`src/design/upd_pkg.sv`:
```
// Shared types, constants and helper functions for the URL percent decoder.
// No dependencies; every other design file refers to this package by scoped names.
package upd_pkg;

    localparam int unsigned QUEUE_DEPTH_DEF = 4;
    localparam int unsigned MAX_OUT         = 3;
    localparam int unsigned CNT_W           = $clog2(MAX_OUT + 1);
    localparam int unsigned NIB_W           = 4;

    localparam logic [7:0] PCT_CHAR = 8'h25;

    // Escape phase of the front end.
    typedef enum logic [1:0] {
        PH_IDLE  = 2'd0,
        PH_PCT   = 2'd1,
        PH_DIGIT = 2'd2
    } t_phase;

    // All decoded bytes that one input transaction produces, lowest index first.
    typedef struct packed {
        logic [MAX_OUT-1:0][7:0] bytes;
        logic [CNT_W-1:0]        count;
        logic                    str_last;
    } t_bundle;

    // Queue status seen by the front and back ends.
    typedef struct packed {
        logic not_empty;
        logic full;
    } t_q_status;

    function automatic logic hex_ok(input logic [7:0] c);
        return (c inside {[8'h30:8'h39], [8'h41:8'h46], [8'h61:8'h66]});
    endfunction

    // Valid only for hex digit characters: letters have bit 6 set.
    function automatic logic [NIB_W-1:0] hex_val(input logic [7:0] c);
        return c[6] ? (c[NIB_W-1:0] + 4'd9) : c[NIB_W-1:0];
    endfunction

endpackage

```
`src/design/upd_front.sv`:
```
// Front end of the URL percent decoder: accepts encoded bytes, tracks the
// escape phase and builds one bundle of decoded bytes per transaction. Uses upd_pkg.
module upd_front (
    input  logic             i_clk,
    input  logic             i_rst_n,
    input  logic             i_valid,
    output logic             o_ready,
    input  logic [7:0]       i_byte,
    input  logic             i_last,
    input  upd_pkg::t_q_status i_q_stat,
    output logic             o_push,
    output upd_pkg::t_bundle o_bundle
);

    upd_pkg::t_phase r_phase, n_phase, mid_phase;
    logic [7:0]      r_held, n_held;
    logic            accept;
    logic            c_hex;
    logic            c_pct;

    assign o_ready = !i_q_stat.full;
    assign accept  = i_valid && o_ready;
    assign c_hex   = upd_pkg::hex_ok(i_byte);
    assign c_pct   = (i_byte == upd_pkg::PCT_CHAR);

    // Next state: mid_phase is the phase after the byte itself, before end-of-string flush.
    always_comb begin
        case (r_phase)
            upd_pkg::PH_PCT: begin
                if (c_hex) mid_phase = upd_pkg::PH_DIGIT;
                else       mid_phase = c_pct ? upd_pkg::PH_PCT : upd_pkg::PH_IDLE;
            end
            upd_pkg::PH_DIGIT: begin
                if (c_hex) mid_phase = upd_pkg::PH_IDLE;
                else       mid_phase = c_pct ? upd_pkg::PH_PCT : upd_pkg::PH_IDLE;
            end
            default: begin
                mid_phase = c_pct ? upd_pkg::PH_PCT : upd_pkg::PH_IDLE;
            end
        endcase

        n_phase = r_phase;
        n_held  = r_held;
        if (accept) begin
            n_phase = i_last ? upd_pkg::PH_IDLE : mid_phase;
            if (r_phase == upd_pkg::PH_PCT && c_hex) n_held = i_byte;
            if (i_last) n_held = '0;
        end
    end

    // Outputs: assemble the bundle of decoded bytes in emission order.
    always_comb begin
        logic [upd_pkg::CNT_W-1:0] cnt;
        logic [7:0]                hi_held;
        cnt      = '0;
        o_bundle = '0;
        hi_held  = (r_phase == upd_pkg::PH_PCT) ? i_byte : r_held;

        case (r_phase)
            upd_pkg::PH_PCT: begin
                if (!c_hex) begin
                    o_bundle.bytes[cnt] = upd_pkg::PCT_CHAR;
                    cnt = cnt + 1'b1;
                    if (!c_pct) begin
                        o_bundle.bytes[cnt] = i_byte;
                        cnt = cnt + 1'b1;
                    end
                end
            end
            upd_pkg::PH_DIGIT: begin
                if (c_hex) begin
                    o_bundle.bytes[cnt] = {upd_pkg::hex_val(r_held), upd_pkg::hex_val(i_byte)};
                    cnt = cnt + 1'b1;
                end else begin
                    o_bundle.bytes[cnt] = upd_pkg::PCT_CHAR;
                    cnt = cnt + 1'b1;
                    o_bundle.bytes[cnt] = r_held;
                    cnt = cnt + 1'b1;
                    if (!c_pct) begin
                        o_bundle.bytes[cnt] = i_byte;
                        cnt = cnt + 1'b1;
                    end
                end
            end
            default: begin
                if (!c_pct) begin
                    o_bundle.bytes[cnt] = i_byte;
                    cnt = cnt + 1'b1;
                end
            end
        endcase

        // An escape cut short by the end of the string goes out literally.
        if (i_last) begin
            if (mid_phase == upd_pkg::PH_PCT) begin
                o_bundle.bytes[cnt] = upd_pkg::PCT_CHAR;
                cnt = cnt + 1'b1;
            end else if (mid_phase == upd_pkg::PH_DIGIT) begin
                o_bundle.bytes[cnt] = upd_pkg::PCT_CHAR;
                cnt = cnt + 1'b1;
                o_bundle.bytes[cnt] = hi_held;
                cnt = cnt + 1'b1;
            end
        end

        o_bundle.count    = cnt;
        o_bundle.str_last = i_last;
        o_push            = accept && (cnt != '0);
    end

    always_ff @(posedge i_clk) begin
        if (!i_rst_n) begin
            r_phase <= upd_pkg::PH_IDLE;
            r_held  <= '0;
        end else begin
            r_phase <= n_phase;
            r_held  <= n_held;
        end
    end

    // The end of a string always leaves the decoder idle.
    a_last_idle: assert property (@(posedge i_clk) disable iff (!i_rst_n)
        (accept && i_last) |=> (r_phase == upd_pkg::PH_IDLE))
        else $error("phase not idle after final byte");

    // A final byte always yields at least one decoded byte.
    a_last_push: assert property (@(posedge i_clk) disable iff (!i_rst_n)
        (accept && i_last) |-> o_push)
        else $error("final byte produced no output");

endmodule

```
`src/design/upd_queue.sv`:
```
// Short bundle queue between the front and back ends of the URL percent decoder.
// Uses upd_pkg; DEPTH must be a power of two, at least 2.
module upd_queue #(
    parameter int unsigned DEPTH = upd_pkg::QUEUE_DEPTH_DEF
) (
    input  logic               i_clk,
    input  logic               i_rst_n,
    input  logic               i_push,
    input  upd_pkg::t_bundle   i_data,
    input  logic               i_pop,
    output upd_pkg::t_bundle   o_data,
    output upd_pkg::t_q_status o_stat
);

    localparam int unsigned AW = $clog2(DEPTH);

    upd_pkg::t_bundle r_mem [DEPTH];
    logic [AW:0]      r_wr, n_wr;
    logic [AW:0]      r_rd, n_rd;

    assign o_stat.not_empty = (r_wr != r_rd);
    assign o_stat.full      = (r_wr[AW] != r_rd[AW]) && (r_wr[AW-1:0] == r_rd[AW-1:0]);
    assign o_data           = r_mem[r_rd[AW-1:0]];

    assign n_wr = i_push ? (r_wr + 1'b1) : r_wr;
    assign n_rd = i_pop  ? (r_rd + 1'b1) : r_rd;

    always_ff @(posedge i_clk) begin
        if (i_push) begin
            r_mem[r_wr[AW-1:0]] <= i_data;
        end
    end

    always_ff @(posedge i_clk) begin
        if (!i_rst_n) begin
            r_wr <= '0;
            r_rd <= '0;
        end else begin
            r_wr <= n_wr;
            r_rd <= n_rd;
        end
    end

    a_no_overflow: assert property (@(posedge i_clk) disable iff (!i_rst_n)
        o_stat.full |-> !i_push)
        else $error("push into full queue");

endmodule

```
`src/design/upd_back.sv`:
```
// Back end of the URL percent decoder: walks each queued bundle one byte at a
// time into the output register. Uses upd_pkg.
module upd_back (
    input  logic               i_clk,
    input  logic               i_rst_n,
    input  upd_pkg::t_bundle   i_data,
    input  upd_pkg::t_q_status i_q_stat,
    output logic               o_pop,
    output logic               o_valid,
    input  logic               i_ready,
    output logic [7:0]         o_byte,
    output logic               o_run_last,
    output logic               o_str_last
);

    logic [upd_pkg::CNT_W-1:0] r_idx, n_idx;
    logic                      r_valid, n_valid;
    logic [7:0]                r_byte;
    logic                      r_run_last;
    logic                      r_str_last;
    logic                      load;
    logic                      at_end;

    assign load   = i_q_stat.not_empty && (!r_valid || i_ready);
    assign at_end = (r_idx == (i_data.count - 1'b1));
    assign o_pop  = load && at_end;

    assign n_idx   = load ? (at_end ? '0 : (r_idx + 1'b1)) : r_idx;
    assign n_valid = load ? 1'b1 : (r_valid && !i_ready);

    always_ff @(posedge i_clk) begin
        if (!i_rst_n) begin
            r_idx   <= '0;
            r_valid <= 1'b0;
        end else begin
            r_idx   <= n_idx;
            r_valid <= n_valid;
        end
    end

    always_ff @(posedge i_clk) begin
        if (load) begin
            r_byte     <= i_data.bytes[r_idx];
            r_run_last <= at_end;
            r_str_last <= at_end && i_data.str_last;
        end
    end

    assign o_valid    = r_valid;
    assign o_byte     = r_byte;
    assign o_run_last = r_run_last;
    assign o_str_last = r_str_last;

    // The byte index never runs past the bundle at the queue head.
    a_idx_range: assert property (@(posedge i_clk) disable iff (!i_rst_n)
        i_q_stat.not_empty |-> (r_idx < i_data.count))
        else $error("byte index beyond bundle");

    // The end of a string is always the end of a run.
    a_str_run: assert property (@(posedge i_clk) disable iff (!i_rst_n)
        (r_valid && r_str_last) |-> r_run_last)
        else $error("string end not marked as run end");

endmodule

```
`src/design/url_percent_decoder_top.sv`:
```
// Top level of the streaming URL percent decoder.
// Instantiates upd_front, upd_queue and upd_back; types and constants come from upd_pkg.
//
// The decoder takes one encoded string byte per transaction on the slave stream
// (tlast marks the final byte of the string) and delivers the decoded bytes on the
// master stream. A percent sign followed by two hex digits (0-9, A-F, a-f) becomes
// one byte, high digit first; a percent sign that is not followed by two hex digits
// is passed on literally, together with any digit already seen, and the breaking
// byte is then handled afresh, so it may open a new escape. Anything still pending
// when the final byte arrives is flushed. Each input byte yields zero to three
// output bytes: tuser marks the last output byte caused by one input byte, and
// tlast marks the final decoded byte of the string. The front end accepts one byte
// every cycle as long as the bundle queue (QUEUE_DEPTH entries) has room, and the
// back end delivers one decoded byte every cycle the sink is ready, so the queue
// absorbs the burst of a broken escape that produces two or three bytes. The
// bundle of an input byte is written into the queue when the input transaction
// completes and is then loaded from the queue head into the output register.
// No reset sweep is needed.
module url_percent_decoder_top #(
    parameter int unsigned QUEUE_DEPTH = upd_pkg::QUEUE_DEPTH_DEF
) (
    input  logic       i_clk,
    input  logic       i_rst_n,
    // Encoded input stream.
    input  logic       i_s_axis_tvalid,
    output logic       o_s_axis_tready,
    input  logic [7:0] i_s_axis_tdata,   // [7:0] in_byte
    input  logic       i_s_axis_tlast,   // in_last
    // Decoded output stream.
    output logic       o_m_axis_tvalid,
    input  logic       i_m_axis_tready,
    output logic [7:0] o_m_axis_tdata,   // [7:0] out_byte
    output logic       o_m_axis_tuser,   // [0] run_last
    output logic       o_m_axis_tlast    // string_last
);

    upd_pkg::t_bundle   push_data;
    upd_pkg::t_bundle   head_data;
    upd_pkg::t_q_status q_stat;
    logic               push;
    logic               pop;

    // Front end: phase tracking and bundle assembly, one transaction per cycle while the queue has room.
    upd_front u_front (
        .i_clk    (i_clk),
        .i_rst_n  (i_rst_n),
        .i_valid  (i_s_axis_tvalid),
        .o_ready  (o_s_axis_tready),
        .i_byte   (i_s_axis_tdata),
        .i_last   (i_s_axis_tlast),
        .i_q_stat (q_stat),
        .o_push   (push),
        .o_bundle (push_data)
    );

    // Queue decouples the input rate from the variable output burst length.
    upd_queue #(
        .DEPTH (QUEUE_DEPTH)
    ) u_queue (
        .i_clk   (i_clk),
        .i_rst_n (i_rst_n),
        .i_push  (push),
        .i_data  (push_data),
        .i_pop   (pop),
        .o_data  (head_data),
        .o_stat  (q_stat)
    );

    // Back end: serializes bundles into the registered output stage.
    upd_back u_back (
        .i_clk      (i_clk),
        .i_rst_n    (i_rst_n),
        .i_data     (head_data),
        .i_q_stat   (q_stat),
        .o_pop      (pop),
        .o_valid    (o_m_axis_tvalid),
        .i_ready    (i_m_axis_tready),
        .o_byte     (o_m_axis_tdata),
        .o_run_last (o_m_axis_tuser),
        .o_str_last (o_m_axis_tlast)
    );

endmodule

```
`config.mk`:
```
export PLATFORM = sky130hd
export DESIGN_NAME = url_percent_decoder_top
export DESIGN_NICKNAME = d
export VERILOG_FILES = /design/src/design/upd_pkg.sv /design/src/design/upd_front.sv /design/src/design/upd_queue.sv /design/src/design/upd_back.sv /design/src/design/url_percent_decoder_top.sv
export SDC_FILE = /design/constraint.sdc
export NUM_CORES = 1
export LEC_CHECK = 0
export BUFFER_PORTS_ARGS = -buffer_cell sky130_fd_sc_hd__buf_2
export CORE_MARGIN = 3
export CORE_UTILIZATION = 50
export CTS_CLUSTER_DIAMETER = 120
export DETAILED_ROUTE_END_ITERATION = 8
export GPL_ROUTABILITY_DRIVEN = 1
export PLACE_DENSITY = 0.76
export SLEW_MARGIN = 10
export SYNTH_ARGS = -nofsm -noshare
export SYNTH_HDL_FRONTEND = slang
export SYNTH_HIERARCHICAL = 1
export SYNTH_SLANG_ARGS = --single-unit
```
`constraint.sdc`:
```
create_clock -name i_clk -period 5.5 [get_ports i_clk]
set_clock_uncertainty 0.05 [all_clocks]
set_input_delay 0.825 -clock i_clk [delete_from_list [all_inputs] [get_ports i_clk]]
set_output_delay 0.825 -clock i_clk [all_outputs]
set_load 0.1 [all_outputs]
```
==> reports/metrics.yaml, run 1 <==
status: "finished clean"
num_vias: 3977
finalSetupViolCount: 0
ys_ff_latch: 139
synth_area_leader_cell: "edfxtp_1"
drt_wl_total_mm: 13.8
reg2reg_to: "u_queue/r_mem[1][16]"
peakVddDrop_v: 0.000202
cts_buffer_depth: 2
startpoint_type: "input port"
finalSetupTns_ns: 0
cp.required_ns: 5.51
place_inst: 615
numPortBuffers: 24
cts.sinks: 139
p_leak_nw: 2.51
hold_viol: 0
post-dp-hpwl_mm: 8.97
crit_type: "in2reg"
r2r_slack_ns: 1.26
cts_buffers: 17
antenna_found_initial: 0
drive_gt1_share_pct: 19.8
ys_seq_area_share_pct: 59.9
num_rows: 41
whs_path_depth: 1
p_total_mw: 3.23
ant_nets: 0
drt_iter0_markers: 313
synthesis.nets: 474
htreeDepth: 4
grt_max_degree: 28
synth.top_cell.area_share_pct: 53.6
worstHoldStart: "u_front/r_held[7]"
final_common_cell: "edfxtp_1"
fin_crit_ns: 4.43
cts-resized-gates: 0
worstSkewPairLatency_ns: 0.42
power_density_nw_per_um2: 436
final_cell_mix: "edfxtp_1 (118), buf_2 (24), dfxtp_1 (21), nand2_1 (20), mux4_2 (20)"
die_area_um2: 14600
clk_pin_slew_worst_paths_ns: 0.05
hold_end: "u_front/r_held[7]"
relSlewSlack_pct: 37.4
drv.max_cap_violation_count: 0
die_x_um: 121
tightest_slew_ns: 0.939
reg2reg_from: "u_front/r_phase[0]"
async_flop_share_pct: 0
clock.fmax_ghz: 0.226
viasPerCell: 6.15
rsz0062_at_grt: "no"
yosys-top-cells-area: "edfxtp_1 (54%), mux4_2 (6.8%), dfxtp_1 (6.4%), ha_1 (3.2%), mux2i_1 (2.9%)"
fin_nets: 492
instances_no_fill: 647
slew_violations: 0
antenna_cells: 0
synth-edff-count: 118
arrival_ns: 4.44
areaGrowthSynthToFinish_pct: 11.8
hold_class: "reg2reg"
cts-root-buf: "clkbuf_16"
initial_core_util_pct: 51.8
r2r_cells: 12
synth.distinct_cells: 67
track_usage_pct: 20.4
drc: 0
overflow: 0
grt_pass1_wl_mm: 22.4
ioPinCount: 25
die_h_um: 121
cts_tree: "done"
yosysWarnings: 6
hold_buffers: 0
final.period_utilization_pct: 80.5
first_pass_iters: 5
critPathMaxFanout: 27
cts_setup_buffers: 0
syn_area_um2: 6620
syn_inst: 444
routedWlPerCell_um: 21.3
grt_pass1_vias: 4111
synth_flop_cell: "edfxtp_1"
coreArea_um2: 12800
syn_area_per_cell_um2: 14.9
gp_congestion: 0.955
end_kind: "flop"
==> critical path, stage by stage <==
cell and delay (ns):
buf_2 0.14, inv_1 0.16, ha_1 0.25, nand4bb_1 0.21
or2_2 0.49, o21ai_0 0.45, ha_1 0.29, nor2_1 0.06
a221o_1 0.36, a41oi_1 0.55, and2_1 0.23, buf_4 0.38
==> cell families after synthesis <==
family | share of synthesized area [%]
xor gates and xnor gates | 1.46
buffers and inverters | 3.91
DFF | 59.9
adders and majority gates | 3.21
AOI/OAI and AO/OA | 9.61
and+or+nand+nor | 9.10
muxes | 12.8
==> registers in the layout (all words and copies together), names as in the netlist, named ones only <==
register,flops
u_back/o_str_last,1
u_queue/r_mem,108
u_back/o_valid,1
u_front/r_phase,2
u_back/o_run_last,1
u_queue/r_wr,3
u_back/r_idx,2
u_front/r_held,8
u_queue/r_rd,3
u_back/o_byte,8
==> stage by stage <==
step	worst slack, ns	hold slack, ns	area (µm²)	utilization (%)
floorplan	0.957	0.403	6620	-
global placement	0.927	0.425	6800	53.2
detailed placement	0.700	0.436	6800	53.2
CTS	1.10	0.448	7400	57.9
global route	0.745	0.487	7400	57.9
finish	1.07	0.449	7400	57.9
==> worst max-delay path by stage <==
stage               slack (ns)         startpoint  cells past startpoint                    to
floorplan                 0.96  i_s_axis_tdata[1]                     13   u_queue/r_mem[0][0]
global placement          0.93  i_s_axis_tdata[1]                     12  u_queue/r_mem[1][13]
detailed placement        0.70  i_s_axis_tdata[1]                     12  u_queue/r_mem[1][13]
CTS                       1.10  i_s_axis_tdata[1]                     12  u_queue/r_mem[1][16]
global route              0.74  i_s_axis_tdata[1]                     12  u_queue/r_mem[1][16]
finish                    1.07  i_s_axis_tdata[1]                     12  u_queue/r_mem[1][16]
==> routing by layer <==
metal / vias to the layer above / track usage, % / routed length [µm]
met5: - / 0 / 0
met4: 0 / 7.51 / 306
met3: 24 / 5.64 / 822
met2: 163 / 32.5 / 6790
met1: 1984 / 26.9 / 5870
li1: 1806 / - / -
==> final cells by class <==
type | instances | area [µm²]
clock buffers | 18 | 429
clock inverters | 14 | 168
inverters | 15 | 56.3
well taps | 172 | 215
multi-input cells | 258 | 2390
flip-flops and latches | 139 | 3960
fillers | 977 | 5380
repair buffers | 31 | 173
==> cells in the mapped netlist, types with 4 or more instances <==
cell,n
a21oi_1,4
a22oi_1,5
a32o_1,10
a32oi_1,14
and2_1,12
buf_2,7
buf_6,4
clkbuf_1,13
dfxtp_1,21
edfxtp_1,118
ha_1,17
inv_1,15
mux2i_1,19
mux4_1,7
mux4_2,20
nand2_1,20
nand2b_1,4
nand3_1,6
nand4_1,4
nand4b_1,4
nor2_1,16
nor2b_1,5
nor3_1,8
o21ai_1,10
o22ai_1,6
xnor2_1,9
==> power breakdown <==
part           switching [mW]  internal (mW)  total [mW]
Sequential             0.0734           1.26        1.33
Clock                   0.425          0.713        1.14
Combinational           0.520          0.235       0.755
Note: power is estimated with default switching activity, not from simulation.
==> inputs of run 2 (changes only) <==
--- a/config.mk
+++ b/config.mk
@@ -5,13 +5,14 @@
 export SDC_FILE = /design/constraint.sdc
 export NUM_CORES = 1
 export LEC_CHECK = 0
+export ABC_AREA = 1
 export BUFFER_PORTS_ARGS = -buffer_cell sky130_fd_sc_hd__buf_2
 export CORE_MARGIN = 3
 export CORE_UTILIZATION = 50
 export CTS_CLUSTER_DIAMETER = 120
 export DETAILED_ROUTE_END_ITERATION = 8
 export GPL_ROUTABILITY_DRIVEN = 1
-export PLACE_DENSITY = 0.76
+export PLACE_DENSITY = 0.78
 export SLEW_MARGIN = 10
 export SYNTH_ARGS = -nofsm -noshare
 export SYNTH_HDL_FRONTEND = slang
==> constraint.sdc (replaced) <==
create_clock -name i_clk -period 3.8 [get_ports i_clk]
set_clock_uncertainty 0.05 [all_clocks]
set_input_delay 0.57 -clock i_clk [delete_from_list [all_inputs] [get_ports i_clk]]
set_output_delay 0.57 -clock i_clk [all_outputs]
set_load 0.1 [all_outputs]
==> run 2 against run 1 <==
Effect of this change:
- routed wire length is 16% higher
- global-route usage is 0.098 points higher
- utilization is 0.54 points higher
- hold slack worse by 0.060 ns
- highest routed layer unchanged
- via count is 39% higher
- sequential power is 43% higher
- final area is 12% higher
- count of clock-buffer cells in the layout is 4 higher
- sequential share of layout area is 5.6 points lower
- clock power is 61% higher
- critical path type unchanged
==> reports/metrics.yaml, run 2 <==
cts_setup_buffers: 0  # unchanged
post-dp-hpwl_mm: 10.7  # +19%
ioPinCount: 25  # unchanged
reg2reg_to: "u_queue/r_mem[3][6]"
num-fill-cells: 1188  # +22%
clockPowerShare_pct: 34.5  # -0.8 points
die_x_um: 127  # +5.1%
p_int_mw: 3.42  # +55%
drt_iter0_markers: 560  # +79%
first_pass_iters: 5  # unchanged
synth_flop_cell: "edfxtp_1"
place_inst: 1025  # +67%
critPathCapture: "u_queue/r_mem[3][6]"
startpoint_type: "input port"
cts-resized-gates: 0  # unchanged
arrival_ns: 3.46  # -0.98 ns
numPortBuffers: 24  # unchanged
drv.max_cap_violation_count: 0  # unchanged
r2r_cells: 15  # +3
instances_no_fill: 1057  # +63%
end_kind: "flop"
gp_congestion: 0.951  # -0.44%
fin_crit_ns: 3.40
final_common_cell: "nand2_1"
p_total_mw: 5.31  # +65%
ys_ff_latch: 139  # unchanged
coreArea_um2: 14100  # +11%
syn_area_um2: 7350  # +11%
relSlewSlack_pct: 54.8  # +17 points
async_flop_share_pct: 0  # unchanged
die_area_um2: 16200  # +10%
timing.hold.ws_ns: 0.389  # -0.0601 ns
areaGrowthSynthToFinish_pct: 12.6
drive_gt1_share_pct: 11.9  # -7.9 points
combPwrFrac_pct: 29.7  # +6.3 points
crit_type: "in2reg"
critPathMaxFanout: 28  # +3.7%
synthesis.nets: 869  # +83%
grt_pass1_vias: 5127  # +25%
hold_class: "in2reg"
num_vias: 5523  # +39%
cts-root-buf: "clkbuf_16"
yosysWarnings: 6  # unchanged
netlist_top_cells_count: "nand2_1 (226), edfxtp_1 (118), inv_1 (100), nor2_1 (99), nand3_1 (56)"
slew_violations: 0  # unchanged
tightest_slew_ns: 0.676  # -0.263 ns
power_density_nw_per_um2: 641  # +47%
clock.fmax_ghz: 0.294
antenna_found_initial: 0  # unchanged
synth_area_leader_cell: "edfxtp_1"
ys_seq_area_share_pct: 54.0  # -6.0 points
synth.distinct_cells: 39  # -42%
p_sw_share_pct: 35.5  # +3.9 points
grt_pass1_wl_mm: 25.7  # +15%
cts_buffer_depth: 2  # unchanged
clk_pin_slew_worst_paths_ns: 0.05  # about the same
cp.required_ns: 3.86  # -1.65 ns
routedWlPerCell_um: 15.1  # -29%
p_leak_nw: 3.41  # +36%
reg2reg_from: "u_front/r_phase[1]"
yosys.cell_count.top_type: "nand2_1"
place_ws_ns: -0.0149  # -0.715 ns
r2r_slack_ns: 0.49  # -0.77 ns
drc: 0  # unchanged
finalSetupViolCount: 0  # unchanged
track_usage_pct: 20.5  # +0.098 points
fin_ws_ns: 0.400  # -0.672 ns
die_h_um: 127  # +5.1%
syn_area_per_cell_um2: 8.76  # -41%
fin_nets: 894  # +82%
worstSkewPairLatency_ns: 0.42  # about the same
num_rows: 43  # +4.9%
viasPerCell: 5.23  # -15%
antenna_cells: 0  # unchanged
cts.sinks: 139  # unchanged
status: "finished clean"
setup.worst_path.start: "i_s_axis_tdata[1]"
largest_reg_flops: 108  # unchanged
hold_viol: 0  # unchanged
final_cell_mix: "nand2_1 (226), edfxtp_1 (118), inv_1 (100), nor2_1 (99), nand3_1 (56)"
ant_nets: 0  # unchanged
overflow: 0  # unchanged
cts_tree: "done"
finalCoreUtilization_pct: 58.5  # +0.54 points
p_switching_mw: 1.88  # +85%
yosys-top-cells-area: "edfxtp_1 (48%), nand2_1 (12%), dfxtp_1 (5.7%), inv_1 (5.1%), nor2_1 (5.1%)"
cts_buffers: 17  # unchanged
rsz0062_at_grt: "no"
syn_inst: 839  # +89%
grt_max_degree: 59  # +110%
synth-edff-count: 118  # unchanged
seqPwrFrac_pct: 35.8  # -5.5 points
final.period_utilization_pct: 89.5
drt_wl_total_mm: 16.0  # +16%
peakVddDrop_v: 0.000341  # +69%
initial_core_util_pct: 51.9  # +0.13 points
hold_buffers: 0  # unchanged
htreeDepth: 4  # unchanged
synth.top_cell.area_share_pct: 48.2  # -5.3 points
==> run 2: worst min path at each step <==
stage                        endpoint              start  slack (ns)  cells after the start
finish              u_front/r_held[5]  i_s_axis_tdata[5]        0.39                      3
global placement    u_front/r_held[7]  u_front/r_held[7]        0.39                      2
CTS                 u_front/r_held[5]  i_s_axis_tdata[5]        0.37                      3
detailed placement  u_front/r_held[7]  u_front/r_held[7]        0.39                      2
floorplan           u_front/r_held[7]  u_front/r_held[7]        0.37                      2
global route        u_front/r_held[5]  i_s_axis_tdata[5]        0.40                      3
==> run 2: worst max-delay path: stages <==
cell      delay [ns]
buf_2           0.13
inv_1           0.16
ha_1            0.24
nand3_2         0.12
nor2_4          0.23
nor2_1          0.10
o211ai_1        0.39
ha_1            0.35
nor2_1          0.06
nand4_1         0.09
nor2_1          0.05
nor2_1          0.07
nand2_1         0.08
a21oi_1         0.35
nand2_1         0.12
inv_1           0.12
buf_12          0.21
==> run 2: cell type report <==
type / instances / area, µm² / area share (%)
repair buffers: 36 / 260 / 3.15
clock buffers: 22 / 474 / 5.73
flip-flops and latches: 139 / 3970 / 47.9
inverters: 111 / 419 / 5.07
multi-input cells: 559 / 2740 / 33.1
clock inverters: 10 / 188 / 2.27
well taps: 180 / 225 / 2.72
==> run 2: cells by family (layout without fill, tap and decap cells) <==
group / Yosys count / count (layout) / share of synthesized area [%]
flops: 139 / 139 / 54.0
compound gates: 97 / 97 / 7.24
xor+xnor: 4 / 4 / 0.477
fa+ha+maj: 17 / 17 / 2.90
buf+inv: 141 / 179 / 8.75
simple gates: 441 / 441 / 26.7
==> run 2: power groups by stage <==
stage | sequential (mW) | clock [mW] | combinational [mW]
final | 1.90 | 1.83 | 1.58
after global routing | 1.91 | 1.92 | 1.72
after CTS | 1.90 | 1.86 | 1.58
after detailed placement | 1.93 | 0 | 1.57
after global placement | 1.93 | 0 | 1.53
after floorplan | 2.34 | 0 | 0.891
==> run 2: metal layers <==
| layer | routed length [µm] | vias up | global-route usage (%) |
|---|---|---|---|
| li1 | - | 2765 | - |
| met2 | 7710 | 207 | 33.7 |
| met1 | 6960 | 2513 | 27.1 |
| met3 | 977 | 38 | 3.97 |
| met5 | 0 | - | 0 |
| met4 | 354 | 0 | 7.44 |
==> run 2: through the flow <==
stage	TNS [ns]	area [µm²]
floorplan	0	7350
global placement	0	7610
detailed placement	-0.360	7610
CTS	0	8270
global route	0	8270
finish	0	8270
==> inputs of run 3 (changes only) <==
--- a/config.mk
+++ b/config.mk
@@ -7,6 +7,7 @@
 export LEC_CHECK = 0
 export ABC_AREA = 1
 export BUFFER_PORTS_ARGS = -buffer_cell sky130_fd_sc_hd__buf_2
+export CORE_ASPECT_RATIO = 1.75
 export CORE_MARGIN = 3
 export CORE_UTILIZATION = 50
 export CTS_CLUSTER_DIAMETER = 120
==> run 3 against run 2 <==
Effect of this change:
- routed wire length down 0.51%
- via count up 0.85%
- hold slack worse by 0.012 ns
- first-iteration DRC count down 32%
- critical path depth up 1
- die area up 0.36%
- final area about the same
- critical path type unchanged
==> reports/metrics.yaml, run 3 (synthesis gave the netlist of run 2 again) <==
status: "finished clean"
place_ws_ns: 0.208  # +0.223 ns
track_usage_pct: 20.3  # -0.17 points
ant_nets: 0  # unchanged
grt_pass1_wl_mm: 26.0  # +0.99%
end_kind: "flop"
hold_viol: 0  # unchanged
startpoint_type: "input port"
numPortBuffers: 24  # unchanged
grt_pass1_vias: 5447  # +6.2%
drv.max_cap_violation_count: 0  # unchanged
hold_class: "in2reg"
instances_no_fill: 1057  # unchanged
critPathMaxFanout: 28  # unchanged
slew_violations: 0  # unchanged
arrival_ns: 3.27  # -0.19 ns
cts_tree: "done"
viasPerCell: 5.27  # +0.85%
routedWlPerCell_um: 15.1  # -0.51%
initial_core_util_pct: 51.1  # -0.79 points
worstSkewPairLatency_ns: 0.41  # about the same
drive_gt1_share_pct: 12.0  # +0.11 points
overflow: 0  # unchanged
power_density_nw_per_um2: 642  # +0.13%
cp.required_ns: 3.86  # about the same
die_x_um: 97.6  # -23%
htreeDepth: 4  # unchanged
tightest_slew_ns: 0.804  # +0.128 ns
areaGrowthSynthToFinish_pct: 12.7  # about the same
rsz0062_at_grt: "no"
cts_buffers: 17  # unchanged
fin_nets: 894  # unchanged
crit_type: "in2reg"
cts.sinks: 139  # unchanged
r2r_slack_ns: 0.61  # +0.12 ns
drt_wl_total_mm: 15.9  # -0.51%
die_h_um: 166  # +31%
final_cell_mix: "nand2_1 (226), edfxtp_1 (118), inv_1 (100), nor2_1 (99), nand3_1 (56)"
grt_max_degree: 57  # -3.4%
cts_buffer_depth: 2  # unchanged
die_area_um2: 16200  # +0.36%
antenna_cells: 0  # unchanged
coreArea_um2: 14400  # +1.5%
cts-resized-gates: 0  # unchanged
relSlewSlack_pct: 46.4  # -8.4 points
final_common_cell: "nand2_1"
finalSetupViolCount: 0  # unchanged
peakVddDrop_v: 0.000356  # +4.4%
fin_ws_ns: 0.593  # +0.193 ns
reg2reg_from: "u_front/r_phase[0]"
final.period_utilization_pct: 84.4  # -5.1 points
cts-root-buf: "clkbuf_16"
cts_setup_buffers: 0  # unchanged
clock.fmax_ghz: 0.312  # +6.0%
place_inst: 1025  # unchanged
p_leak_nw: 3.42  # +0.11%
first_pass_iters: 7  # +2
drc: 0  # unchanged
antenna_found_initial: 0  # unchanged
setup.worst_path.start: "i_s_axis_tdata[1]"
num_vias: 5570  # +0.85%
num_rows: 58  # +35%
post-dp-hpwl_mm: 11.1  # +3.6%
gp_congestion: 0.987  # +3.8%
largest_reg_flops: 108  # unchanged
ioPinCount: 25  # unchanged
drt_iter0_markers: 383  # -32%
finalSetupTns_ns: 0  # unchanged
hold_buffers: 0  # unchanged
fin_crit_ns: 3.21  # -0.193 ns
clk_pin_slew_worst_paths_ns: 0.06  # about the same
worstHoldStart: "i_s_axis_tdata[5]"
## run 3: changes by cell type in the layout (fill, tap and decap cells not counted)
cell | before | now
clkinv_2 | 1 | 2
clkbuf_1 | 2 | 1
bufinv_16 | 5 | 6
inv_6 | 0 | 3
clkinv_4 | 2 | 1
clkbuf_8 | 3 | 0
## run 3: worst max-delay path, cell delays in order
cell      delay (ns)
buf_2           0.11
inv_1           0.15
ha_1            0.24
nand3_2         0.12
nor2_4          0.24
nor2_1          0.10
o211ai_1        0.36
ha_1            0.35
nor2_1          0.07
nand4_1         0.09
nor2_1          0.05
nor2_1          0.08
nand2_1         0.08
a21oi_1         0.14
buf_4           0.16
nand2_1         0.06
inv_1           0.09
buf_12          0.20
## run 3: metrics by stage
step | cell area [µm²] | hold WS (ns) | utilization, % | power [mW]
2_1_floorplan | 7350 | 0.368 | - | 3.23
3_3_place_gp | 7610 | 0.386 | 53.0 | 3.45
3_5_place_dp | 7610 | 0.394 | 53.0 | 3.48
4_1_cts | 8280 | 0.361 | 57.6 | 5.37
5_1_grt | 8280 | 0.401 | 57.6 | 5.59
6_report | 8280 | 0.377 | 57.6 | 5.32
## run 3: area by class of cell
type / instances / area (µm²)
fillers: 1213 / 6090
flip-flops and latches: 139 / 3970
multi-input cells: 559 / 2740
clock buffers: 18 / 429
inverters: 111 / 419
repair buffers: 36 / 260
clock inverters: 14 / 240
well taps: 180 / 225
## run 3: worst paths after layout
path / end / cells past startpoint
worst max-delay path: u_queue/r_mem[3][4] / 18
worst max register to register: u_queue/r_mem[3][4] / 18
worst min-delay path: u_front/r_held[5] / 3
worst min register to register: u_front/r_held[7] / 2
## run 3: where the power goes
part | total (mW) | switching (mW) | internal [mW]
sequential | 1.93 | 0.102 | 1.83
combinational | 1.52 | 1.14 | 0.372
clock | 1.87 | 0.634 | 1.24
total | 5.32 | 1.88 | 3.44
## run 3: per-layer routing
metal | up-vias | track usage [%] | wire (µm) | part of all wire, %
met5 | - | 0 | 0 | 0
met2 | 181 | 38.2 | 8790 | 55
li1 | 2759 | - | - | -
met1 | 2582 | 21.1 | 5910 | 37
met4 | 0 | 10.0 | 578 | 3.6
met3 | 48 | 3.95 | 639 | 4.0
